--- src/xrs_pkg.sv ---
`timescale 1ns / 1ps
// Shared types, constants and the helper function of the xoroshiro random source.
package xrs_pkg;

  // Command queue depth between front and back
  localparam int QUEUE_DEPTH_DEF = 2;

  // Generator seeding constants
  localparam logic [63:0] SEED_MIX_A = 64'hBD6CB273039BC9C0;
  localparam logic [63:0] SEED_MIX_B = 64'hC7B38377DB5B4910;

  // Single-precision layout
  localparam int          MANT_WIDTH     = 23;
  localparam logic [7:0]  FLOAT_EXP_BASE = 8'd104;  // 127 - 23

  // Restoring divider: one quotient bit per cycle
  localparam int DIV_STEPS = 32;

  typedef enum logic [1:0] {
    OP_RAW     = 2'd0,
    OP_FLOAT   = 2'd1,
    OP_BOUNDED = 2'd2,
    OP_NONE    = 2'd3
  } op_t;

  typedef struct packed {
    op_t         op;
    logic [31:0] range;
  } cmd_t;

  typedef struct packed {
    logic        start;
    logic [31:0] divisor;
  } mod_req_t;

  typedef struct packed {
    logic        done;
    logic [31:0] rem;
  } mod_rsp_t;

  typedef enum logic [2:0] {
    BK_IDLE,
    BK_FLOAT,
    BK_MUL,
    BK_CHECK,
    BK_MOD
  } back_state_t;

  // Bit pattern of m * 2^-23 as an IEEE single, m below 2^23
  function automatic logic [31:0] unit_float_bits(input logic [MANT_WIDTH-1:0] m);
    logic [4:0]            p;
    logic [4:0]            sh;
    logic [MANT_WIDTH-1:0] frac;
    p = '0;
    for (int i = 0; i < MANT_WIDTH; i++) begin
      if (m[i]) p = 5'(i);
    end
    sh   = 5'(MANT_WIDTH) - p;
    frac = m << sh;
    if (m == '0) return 32'd0;
    return {1'b0, FLOAT_EXP_BASE + {3'b000, p}, frac};
  endfunction

endpackage

--- src/xrs_front.sv ---
`timescale 1ns / 1ps
// Front end: accepts request items, classifies them and queues commands.
module xrs_front import xrs_pkg::*; #(
  parameter int QUEUE_DEPTH = QUEUE_DEPTH_DEF
) (
  input  logic        clk,
  input  logic        rst,
  input  logic        in_valid,
  output logic        in_ready,
  input  logic [1:0]  operation,
  input  logic [31:0] range,
  output logic        cmd_valid,
  output cmd_t        cmd,
  input  logic        cmd_pop
);

  localparam int PTR_W = $clog2(QUEUE_DEPTH);
  localparam int CNT_W = $clog2(QUEUE_DEPTH + 1);

  cmd_t             queue [QUEUE_DEPTH];
  logic [PTR_W-1:0] wr_ptr;
  logic [PTR_W-1:0] rd_ptr;
  logic [CNT_W-1:0] count;
  logic             push;
  logic             pop;
  cmd_t             cmd_in;

  // Classify the request; range only matters for bounded draws
  always_comb begin
    cmd_in.range = '0;
    unique case (op_t'(operation))
      OP_RAW:   cmd_in.op = OP_RAW;
      OP_FLOAT: cmd_in.op = OP_FLOAT;
      OP_BOUNDED: begin
        cmd_in.op    = OP_BOUNDED;
        cmd_in.range = range;
      end
      default: cmd_in.op = OP_NONE;
    endcase
  end

  assign in_ready  = (count != CNT_W'(QUEUE_DEPTH));
  assign cmd_valid = (count != '0);
  assign push      = in_valid && in_ready;
  assign pop       = cmd_pop && cmd_valid;
  assign cmd       = queue[rd_ptr];

  always_ff @(posedge clk) begin
    if (push) queue[wr_ptr] <= cmd_in;
  end

  always_ff @(posedge clk) begin
    if (rst) begin
      wr_ptr <= '0;
      rd_ptr <= '0;
      count  <= '0;
    end else begin
      if (push) wr_ptr <= (wr_ptr == PTR_W'(QUEUE_DEPTH - 1)) ? '0 : wr_ptr + 1'b1;
      if (pop)  rd_ptr <= (rd_ptr == PTR_W'(QUEUE_DEPTH - 1)) ? '0 : rd_ptr + 1'b1;
      if (push && !pop)      count <= count + 1'b1;
      else if (pop && !push) count <= count - 1'b1;
    end
  end

endmodule

--- src/xrs_mod_unit.sv ---
`timescale 1ns / 1ps
// Iterative restoring divider giving (2^32 - range) mod range.
module xrs_mod_unit import xrs_pkg::*; (
  input  logic     clk,
  input  logic     rst,
  input  mod_req_t req,
  output mod_rsp_t rsp
);

  localparam int CNT_W = $clog2(DIV_STEPS);

  logic             busy;
  logic             done;
  logic [CNT_W-1:0] count;
  logic [31:0]      dvd;
  logic [31:0]      dvs;
  logic [31:0]      rem;
  logic [32:0]      trial;
  logic [32:0]      diff;

  assign trial = {rem, dvd[31]};
  assign diff  = trial - {1'b0, dvs};

  always_ff @(posedge clk) begin
    if (req.start && !busy) begin
      dvd <= 32'd0 - req.divisor;
      dvs <= req.divisor;
      rem <= '0;
    end else if (busy) begin
      rem <= (trial >= {1'b0, dvs}) ? diff[31:0] : trial[31:0];
      dvd <= {dvd[30:0], 1'b0};
    end
  end

  always_ff @(posedge clk) begin
    if (rst) begin
      busy  <= 1'b0;
      done  <= 1'b0;
      count <= '0;
    end else begin
      done <= 1'b0;
      if (req.start && !busy) begin
        busy  <= 1'b1;
        count <= '0;
      end else if (busy) begin
        count <= count + 1'b1;
        if (count == CNT_W'(DIV_STEPS - 1)) begin
          busy <= 1'b0;
          done <= 1'b1;
        end
      end
    end
  end

  assign rsp.done = done;
  assign rsp.rem  = rem;

  a_no_restart: assert property (@(posedge clk) disable iff (rst)
    busy |-> !req.start)
    else $error("divider restarted while busy");

endmodule

--- src/xrs_back.sv ---
`timescale 1ns / 1ps
// Back end: generator state, draw sequencer, bounded reduction and result register.
module xrs_back import xrs_pkg::*; (
  input  logic        clk,
  input  logic        rst,
  input  logic        cfg_valid,
  output logic        cfg_ready,
  input  logic [63:0] cfg_data,
  input  logic        cmd_valid,
  input  cmd_t        cmd,
  output logic        cmd_pop,
  output mod_req_t    mod_req,
  input  mod_rsp_t    mod_rsp,
  output logic        out_valid,
  input  logic        out_ready,
  output logic [31:0] value
);

  back_state_t state, state_next;

  logic [63:0] gen_word_a;
  logic [63:0] gen_word_b;
  logic [63:0] mixed;
  logic [63:0] sum;
  logic [31:0] draw_word;
  logic [63:0] prod;
  logic [31:0] thr;
  logic        thr_ok;

  logic        out_free;
  logic        advance;
  logic        out_load;
  logic [31:0] out_data;
  logic        mul_load;
  logic        thr_load;
  logic        reject_first;
  logic        reject_retry;

  assign cfg_ready = 1'b1;
  assign out_free  = !out_valid || out_ready;
  assign sum       = gen_word_a + gen_word_b;
  assign mixed     = gen_word_a ^ gen_word_b;

  // l < range triggers the threshold computation; l < thr asks for a redraw
  assign reject_first = !thr_ok && (prod[31:0] < cmd.range);
  assign reject_retry = thr_ok && (prod[31:0] < thr);

  always_comb begin
    state_next = state;
    unique case (state)
      BK_IDLE: begin
        if (cmd_valid) begin
          unique case (cmd.op)
            OP_FLOAT:   state_next = BK_FLOAT;
            OP_BOUNDED: state_next = BK_MUL;
            default:    state_next = BK_IDLE;
          endcase
        end
      end
      BK_FLOAT: if (out_free) state_next = BK_IDLE;
      BK_MUL:   state_next = BK_CHECK;
      BK_CHECK: begin
        if (reject_first)      state_next = BK_MOD;
        else if (reject_retry) state_next = BK_MUL;
        else if (out_free)     state_next = BK_IDLE;
      end
      BK_MOD:   if (mod_rsp.done) state_next = BK_CHECK;
      default:  state_next = BK_IDLE;
    endcase
  end

  always_comb begin
    advance       = 1'b0;
    out_load      = 1'b0;
    out_data      = '0;
    cmd_pop       = 1'b0;
    mul_load      = 1'b0;
    thr_load      = 1'b0;
    mod_req.start   = 1'b0;
    mod_req.divisor = cmd.range;
    unique case (state)
      BK_IDLE: begin
        if (cmd_valid) begin
          unique case (cmd.op)
            OP_RAW: begin
              if (out_free) begin
                advance  = 1'b1;
                out_load = 1'b1;
                out_data = sum[63:32];
                cmd_pop  = 1'b1;
              end
            end
            OP_FLOAT, OP_BOUNDED: advance = 1'b1;
            default: begin
              if (out_free) begin
                out_load = 1'b1;
                cmd_pop  = 1'b1;
              end
            end
          endcase
        end
      end
      BK_FLOAT: begin
        if (out_free) begin
          out_load = 1'b1;
          out_data = unit_float_bits(draw_word[MANT_WIDTH-1:0]);
          cmd_pop  = 1'b1;
        end
      end
      BK_MUL: mul_load = 1'b1;
      BK_CHECK: begin
        if (reject_first) begin
          mod_req.start = 1'b1;
        end else if (reject_retry) begin
          advance = 1'b1;
        end else if (out_free) begin
          out_load = 1'b1;
          out_data = prod[63:32];
          cmd_pop  = 1'b1;
        end
      end
      BK_MOD: thr_load = mod_rsp.done;
      default: ;
    endcase
  end

  // Generator state: reload on a seed write, step on each draw
  always_ff @(posedge clk) begin
    if (rst) begin
      gen_word_a <= SEED_MIX_A;
      gen_word_b <= SEED_MIX_B;
    end else if (cfg_valid && cfg_ready) begin
      gen_word_a <= cfg_data ^ SEED_MIX_A;
      gen_word_b <= {cfg_data[31:0], cfg_data[63:32]} ^ SEED_MIX_B;
    end else if (advance) begin
      gen_word_a <= {gen_word_a[39:0], gen_word_a[63:40]} ^ mixed ^ {mixed[47:0], 16'd0};
      gen_word_b <= {mixed[26:0], mixed[63:27]};
    end
  end

  always_ff @(posedge clk) begin
    if (advance)  draw_word <= sum[63:32];
    if (mul_load) prod      <= {32'd0, draw_word} * {32'd0, cmd.range};
    if (thr_load) thr       <= mod_rsp.rem;
    if (out_load) value     <= out_data;
  end

  always_ff @(posedge clk) begin
    if (rst) begin
      state     <= BK_IDLE;
      thr_ok    <= 1'b0;
      out_valid <= 1'b0;
    end else begin
      state <= state_next;
      if (cmd_pop)       thr_ok <= 1'b0;
      else if (thr_load) thr_ok <= 1'b1;
      if (out_load)       out_valid <= 1'b1;
      else if (out_ready) out_valid <= 1'b0;
    end
  end

  a_busy_has_cmd: assert property (@(posedge clk) disable iff (rst)
    (state != BK_IDLE) |-> cmd_valid)
    else $error("back end working without a queued command");

  a_thr_below_range: assert property (@(posedge clk) disable iff (rst)
    (thr_ok && state == BK_CHECK) |-> (thr < cmd.range))
    else $error("rejection threshold not below range");

  a_pop_on_result: assert property (@(posedge clk) disable iff (rst)
    cmd_pop |=> out_valid)
    else $error("command retired without a result");

  a_mod_only_bounded: assert property (@(posedge clk) disable iff (rst)
    mod_req.start |-> (cmd.op == OP_BOUNDED && cmd.range != 32'd0))
    else $error("divider started outside a bounded draw");

endmodule

--- src/xoroshiro_random_source_top.sv ---
`timescale 1ns / 1ps
// Top level of the xoroshiro128+ random source.
//
// A xoroshiro128+ generator (rotate/shift 24, 16, 37) serving one request item
// at a time. operation 0 returns the upper 32 bits of the sum of the two
// state words, 1 returns the IEEE single bit pattern of the low 23 bits of a
// draw scaled into [0,1), 2 returns an unbiased integer below range by
// multiply-and-reject (range 0 gives 0 after one draw), and 3 returns 0 without
// touching the state. Items enter a queue of QUEUE_DEPTH commands, so requests
// keep being taken while a result waits on the output. Writing the 64-bit seed
// on the cfg channel reloads both state words; write it only while the block
// is idle. After acceptance an item waits in the queue; the back end then serves
// raw and unused codes straight from its idle state, float draws through the
// float state, and bounded draws through the multiply and check states. A
// bounded draw whose low product word falls below range first runs the 32-step
// restoring divider for the rejection threshold, and each redraw goes back
// through the registered 32x32 multiplier. The back end stalls on a full output
// register and while it waits for the divider.
module xoroshiro_random_source_top import xrs_pkg::*; #(
  parameter int QUEUE_DEPTH = QUEUE_DEPTH_DEF
) (
  input  logic        clk,
  input  logic        rst,
  input  logic        cfg_valid,
  output logic        cfg_ready,
  input  logic [63:0] cfg_data,
  input  logic        in_valid,
  output logic        in_ready,
  input  logic [1:0]  operation,
  input  logic [31:0] range,
  output logic        out_valid,
  input  logic        out_ready,
  output logic [31:0] value
);

  logic     cmd_valid;
  cmd_t     cmd;
  logic     cmd_pop;
  mod_req_t mod_req;
  mod_rsp_t mod_rsp;

  // Accept and classify requests, hold them until the back end takes them
  xrs_front #(
    .QUEUE_DEPTH(QUEUE_DEPTH)
  ) u_front (
    .clk       (clk),
    .rst       (rst),
    .in_valid  (in_valid),
    .in_ready  (in_ready),
    .operation (operation),
    .range     (range),
    .cmd_valid (cmd_valid),
    .cmd       (cmd),
    .cmd_pop   (cmd_pop)
  );

  // Rejection threshold for bounded draws
  xrs_mod_unit u_mod (
    .clk (clk),
    .rst (rst),
    .req (mod_req),
    .rsp (mod_rsp)
  );

  // Generator, draw sequencing and the output register
  xrs_back u_back (
    .clk       (clk),
    .rst       (rst),
    .cfg_valid (cfg_valid),
    .cfg_ready (cfg_ready),
    .cfg_data  (cfg_data),
    .cmd_valid (cmd_valid),
    .cmd       (cmd),
    .cmd_pop   (cmd_pop),
    .mod_req   (mod_req),
    .mod_rsp   (mod_rsp),
    .out_valid (out_valid),
    .out_ready (out_ready),
    .value     (value)
  );

endmodule
--- config.mk ---
export PLATFORM = sky130hd
export DESIGN_NAME = xoroshiro_random_source_top
export DESIGN_NICKNAME = d
export VERILOG_FILES = /design/src/xrs_pkg.sv /design/src/xrs_front.sv /design/src/xrs_mod_unit.sv /design/src/xrs_back.sv /design/src/xoroshiro_random_source_top.sv
export SDC_FILE = /design/constraint.sdc
export NUM_CORES = 2
export LEC_CHECK = 0
export BUFFER_PORTS_ARGS = -buffer_cell sky130_fd_sc_hd__buf_2
export CAP_MARGIN = 20
export CORE_MARGIN = 10
export CORE_UTILIZATION = 40
export DETAILED_ROUTE_END_ITERATION = 12
export SYNTH_ARGS = -nofsm -noshare
export SYNTH_HDL_FRONTEND = slang
export SYNTH_SLANG_ARGS = --single-unit
--- constraint.sdc ---
create_clock -name clk -period 8.3 [get_ports clk]
set_clock_uncertainty 0.1 [all_clocks]
set_input_delay 0 -clock clk [delete_from_list [all_inputs] [get_ports clk]]
set_output_delay 0 -clock clk [all_outputs]
set_load 0.05 [all_outputs]
==> Word-level counts from Yosys, hierarchy flattened <==
Memories as Yosys holds them, arrays and structs flattened. A register that Yosys moved wholly into a read port is not among the register bits.
Index checks and enable logic that the tools add are counted.
{ "totals": {"out_inout_bits": 35, "regBits": 400, "wordCells": 161, "inputBits": 103, "n_memories": 1, "ram_bits": 68} }
{ "classes": {"reduce_logical": 27, "n_bitwise": 6, "magnitude_cmp": 3, "multipliers": 1, "shifts": 1, "muxes": 82, "addsub": 10, "n_eq_ne": 12} }
{ "mem_list": {"columns": ["name", "words", "word_bits", "rd", "rd_clocked_by_memory_dff", "wr", "line", "text"], "rows": [
  ["u_front.queue", 2, 34, 1, 1, 1, "xrs_front.sv:20", "cmd_t queue [QUEUE_DEPTH];"]
]} }
{ "op_table": {"columns": ["cell", "n"], "rows": [
  ["$mux W32", 13],
  ["$mux W64", 4],
  ["$xor A64 B64 Y64", 3],
  ["$pmux W32 S3", 1],
  ["$add A64 B64 Y64", 1],
  ["$lt A32 B32 Y1", 2],
  ["$mul A32 B32 Y64", 1],
  ["$mux W5", 9],
  ["$not A34 Y34", 1],
  ["$ge A33 B32 Y1", 1],
  ["$mux W4", 8],
  ["$not A32 Y32", 1],
  ["$sub A1 B32 Y32 const A", 1],
  ["$sub A32 B32 Y32", 1],
  ["$mux W1", 28],
  ["$mux W3", 9],
  ["$logic_not A23 Y1", 1],
  ["$shl A23 B5 Y23", 1],
  ["$pmux W3 S5", 1],
  ["$reduce_bool A2 Y1", 5],
  ["$add A7 B5 Y8 const A", 1],
  ["$mux W2", 4],
  ["$logic_and A1 B1 Y1", 7],
  ["$eq A3 B2 Y1 const B", 2],
  ["23 further kinds", 36]
]} }

==> Longest topological paths before layout <==
{ "depth": {"ltp_word": 29, "mapped_depth": 34, "mapped_depth_nobuf": 28} }

==> Modules after synthesis <==
A second synthesis with hierarchy kept.
{ "unflattened": {"hier_cells": 6498, "area_unflattened_um2": 60650.7} }
{ "modules_own_cells": {"columns": ["module", "area_each_um2", "cells_per_inst", "n_inst"], "rows": [
  ["xrs_back", 51343.0, 5639, 1],
  ["xrs_mod_unit", 6409.9, 691, 1],
  ["xrs_front", 2897.8, 168, 1]
]} }

==> Worst setup path before layout <==
Ideal clock, no wire load.
{ "synth_path": {"kind": "register -> register", "startpoint": "reg (tool-made name)", "endpoint": "reg u_back.prod[61] (data pin)", "synth_period_minus_slack_ns": 9.095, "required_ns": 7.936, "slack_ns": -0.795, "setup_time_ns": 0.264, "arrival_ns": 8.731, "path_stages_with_launch": 32, "cell_sequence": "dfxtp_1 buf_6 buf_6 buf_2 buf_2 buf_2 mux2i_1 inv_1 clkbuf_1 and2_1 fa_1 fa_1 fa_1 inv_1 fa_1 inv_1 fa_1 fa_1 fa_1 inv_1 fa_1 inv_1 ha_1 clkbuf_1 nand3_1 or3_1 or4_1 o21ba_2 o2111a_1 nor2_1 a221oi_1 xnor2_1"} }
{ "synth_lines": {"columns": ["item", "line", "text"], "rows": [
  ["to (signal assigned)", "xrs_back.sv:143", "if (mul_load) prod <= {32'd0, draw_word} * {32'd0, cmd.range};"],
  ["to (decl)", "xrs_back.sv:26", "logic [63:0] prod;"]
]} }

==> flow_summary.json <==
{
  "run_status": "complete, but fails checks",
  "violations": "negative setup slack",
  "synth_nets": 7846,
  "crit_path_top_delay_cell": "fa_1",
  "criticalPathCategory": "flop to flop",
  "synthMuxAreaShare": 0.0216,
  "cts_sinks": 469,
  "worst-path-max-fanout": 7,
  "drv_cap": 0,
  "synth_edf_count": 292,
  "grt_max_degree": 75,
  "drv_slew": 0,
  "endpoint_kind": "flop",
  "area_growth_pct": 15.2,
  "antenna_found_initial": 11,
  "synthDistinctLibCells": 86,
  "grt_pass1_wl_um": 302000,
  "path_clk_slew_ns": 0.07,
  "numCtsBuffers": 48,
  "wl_met1_um": 82000,
  "core-area_sq_um": 148000,
  "drive_above_1_share": 0.119,
  "fin_crit_sh": 1.00,
  "netlist_instances": 6417,
  "layout_commonest_cell": "inv_1",
  "drtIter0Drc": 3912,
  "overflow": 0,
  "rows": 141,
  "async_reset_ff_frac": 0,
  "wl_met3_um": 16400,
  "dieArea_sq_um": 165000,
  "initial_core_util": 0.403,
  "die_h_um": 406,
  "viasPerCell": 5.44,
  "synth-compound-area-share": 0.0943,
  "synth_ff_type": "edfxtp_1",
  "path_depth": 26,
  "rsz0062_at_grt": "yes",
  "most-common-layout-cells": "inv_1 (965), fa_1 (885), nand2_1 (800), and2_1 (509), ha_1 (407)",
  "relSlewSlack": 0.268,
  "min_path_type": "input port to flop",
  "syn-cell-area_sq_um": 59500,
  "clock_path_buffers": 3,
  "routed.top_layer": "met5",
  "ys_ff_latch": 469,
  "nets": 8146,
  "port_buffers": 136,
  "slowest_delay_ns": 0.55,
  "fin_crit_ns": 8.33,
  "worst_slack_ns": -0.0280,
  "synthSimpleGateAreaFrac": 0.158,
  "hpwl_um": 157000,
  "ios": 138,
  "ys_warn_count": 0,
  "htree_levels": 2,
  "fmax_ghz": 0.120,
  "gp_congestion": 0.928,
  "clockRootBuffer": "clkbuf_16",
  "worst-path-buf-inv": 7,
  "tightestPinTransition_ns": 1.10,
  "synth-seq-area-share": 0.207,
  "vias": 47300,
  "setup_viol": 3,
  "clk_latency_ns": 0.64,
  "whs_path_depth": 2,
  "synth.avg_cell_area_sq_um": 9.28,
  "drtPass1Iterations": 5,
  "critPathLaunchType": "flop",
  "first_global_vias": 48700,
  "grt.total_usage": 0.240,
  "synth_top_family_by_area": "adder cells",
  "reg2reg_depth": 26,
  "fin_util": 0.464,
  "worstPathRequired_ns": 8.59,
  "die_x_um": 406,
  "crit_family": "adder cells",
  "crit_path_frequent_cell": "fa_1",
  "critPathArrivalTime_ns": 8.62,
  "hold_viol_final": 0,
  "routed_wl_um": 199000,
  "wl_per_cell_um": 22.9,
  "synth_fa_ha_area_frac": 0.392,
  "drc": 0,
  "route.met2.wl_um": 92200,
  "ant_nets": 0,
  "cts_tree": "yes",
  "synthXorXnorAreaFrac": 0.0398
}
## cells in the mapped netlist (9+ instances only)
library cell | number | area (sq um)
a211oi_1 | 28 | 210
a21o_1 | 99 | 743
a21oi_1 | 240 | 1200
a221o_1 | 21 | 210
a221oi_1 | 11 | 96.3
a22oi_1 | 11 | 82.6
a31oi_1 | 86 | 538
and2_1 | 519 | 3250
and3_1 | 24 | 150
buf_1 | 20 | 75.1
buf_2 | 21 | 105
clkbuf_1 | 342 | 1280
dfxtp_1 | 177 | 3540
edfxtp_1 | 292 | 8770
fa_1 | 897 | 18000
ha_1 | 429 | 5370
inv_1 | 989 | 3710
mux2_2 | 15 | 169
mux2i_1 | 103 | 1030
nand2_1 | 804 | 3020
nand2b_1 | 18 | 113
nand3_1 | 58 | 290
nand3b_1 | 12 | 90.1
nand4_1 | 36 | 225
nor2_1 | 315 | 1180
nor2b_1 | 52 | 325
nor3_1 | 55 | 275
nor4_1 | 12 | 75.1
o211ai_1 | 23 | 173
o21a_1 | 18 | 135
o21ai_0 | 193 | 966
o21ai_1 | 9 | 45.0
o21bai_1 | 39 | 293
o22ai_1 | 17 | 106
o31ai_1 | 11 | 82.6
or2_2 | 10 | 62.6
or3_1 | 19 | 119
xnor2_1 | 213 | 1870
xor2_1 | 56 | 490
## area by class of cell
class,instances,area (sq um)
multi-input cells,4565,42900
well taps,1930,2410
flip-flops and latches,469,12300
diodes,1,2.50
clock buffers,56,1280
inverters,994,3760
fillers,14100,79200
repair buffers,639,5480
clock inverters,31,429
## flip-flops by register name (all words and copies together) (netlist names), 2 cells and up, named ones only
name,cells
u_mod.count,5
u_front.count,2
u_back.gen_word_a,64
u_back.draw_word,32
u_mod.rem,32
u_mod.dvd,32
u_back.thr,32
u_back.prod,64
u_back.state,3
u_back.gen_word_b,64
u_back.value,32
u_front.queue,68
u_mod.dvs,32
## through the flow
stage	area [sq um]	cells	setup WS, ns	hold WS, ns	TNS, ns
floorplan	59700	6417	-0.0350	0.0588	-0.0350
global placement	64600	8459	-0.178	0.169	-0.935
detailed placement	64600	8460	-0.216	0.171	-1.65
CTS	67600	8658	0.00641	0.0301	0
global route	68600	8684	-0.183	0.0741	-1.35
finish	68600	8685	-0.0280	0.0839	-0.0576
## worst reg2reg max path, stage by stage (launching register included)
cell and delay (ns):
dfxtp_4 0.44, buf_8 0.16, buf_6 0.13, mux2i_1 0.20, buf_4 0.21, clkinvlp_4 0.22, buf_6 0.18, and2_4 0.15
fa_1 0.55, fa_1 0.45, fa_1 0.52, fa_1 0.44, fa_1 0.55, fa_1 0.44, fa_1 0.53, inv_1 0.05
fa_1 0.50, inv_2 0.05, ha_4 0.28, nand2_4 0.05, or3_4 0.37, or4_4 0.54, o21ba_4 0.27, o2111a_2 0.32
nor2_4 0.17, a221oi_4 0.08, xnor2_1 0.14
## metal layers
layer	up-vias	GRT usage
li1	21000	-
met1	24000	0.321
met2	1832	0.391
met3	343	0.0435
met4	8	0.0772
met5	-	0
## worst paths after layout
path	from	to	slack [ns]
min	operation[1]	u_front.queue[0][33]	0.08
max	flop	u_back.prod[61]	-0.03
min reg2reg	u_back.gen_word_b[4]	u_back.gen_word_b[4]	0.38
max reg2reg	flop	u_back.prod[61]	-0.03
## cell families after synthesis
logic type               after synthesis
XOR/XNOR                             270
adder cells (fa/ha/maj)             1326
buffers and inverters               1383
AO/OA/AOI/OAI                        887
other                                  1
AND/OR/NAND/NOR                     1958
flip-flops                           469
multiplexers                         123
## timing repair
action / in CTS / in global routing
setup buffers: 3 / 24
gates resized for setup: 31 / 173
cloned: 0 / 4
pin swaps: 3 / 81
setup endpoints to repair: 16 / 27
hold endpoints to repair: 202 / 0
hold buffers: 108 / 0
Power is not shown: default switching activity piles up to over one toggle a cycle in this logic, so the estimate is an artifact.
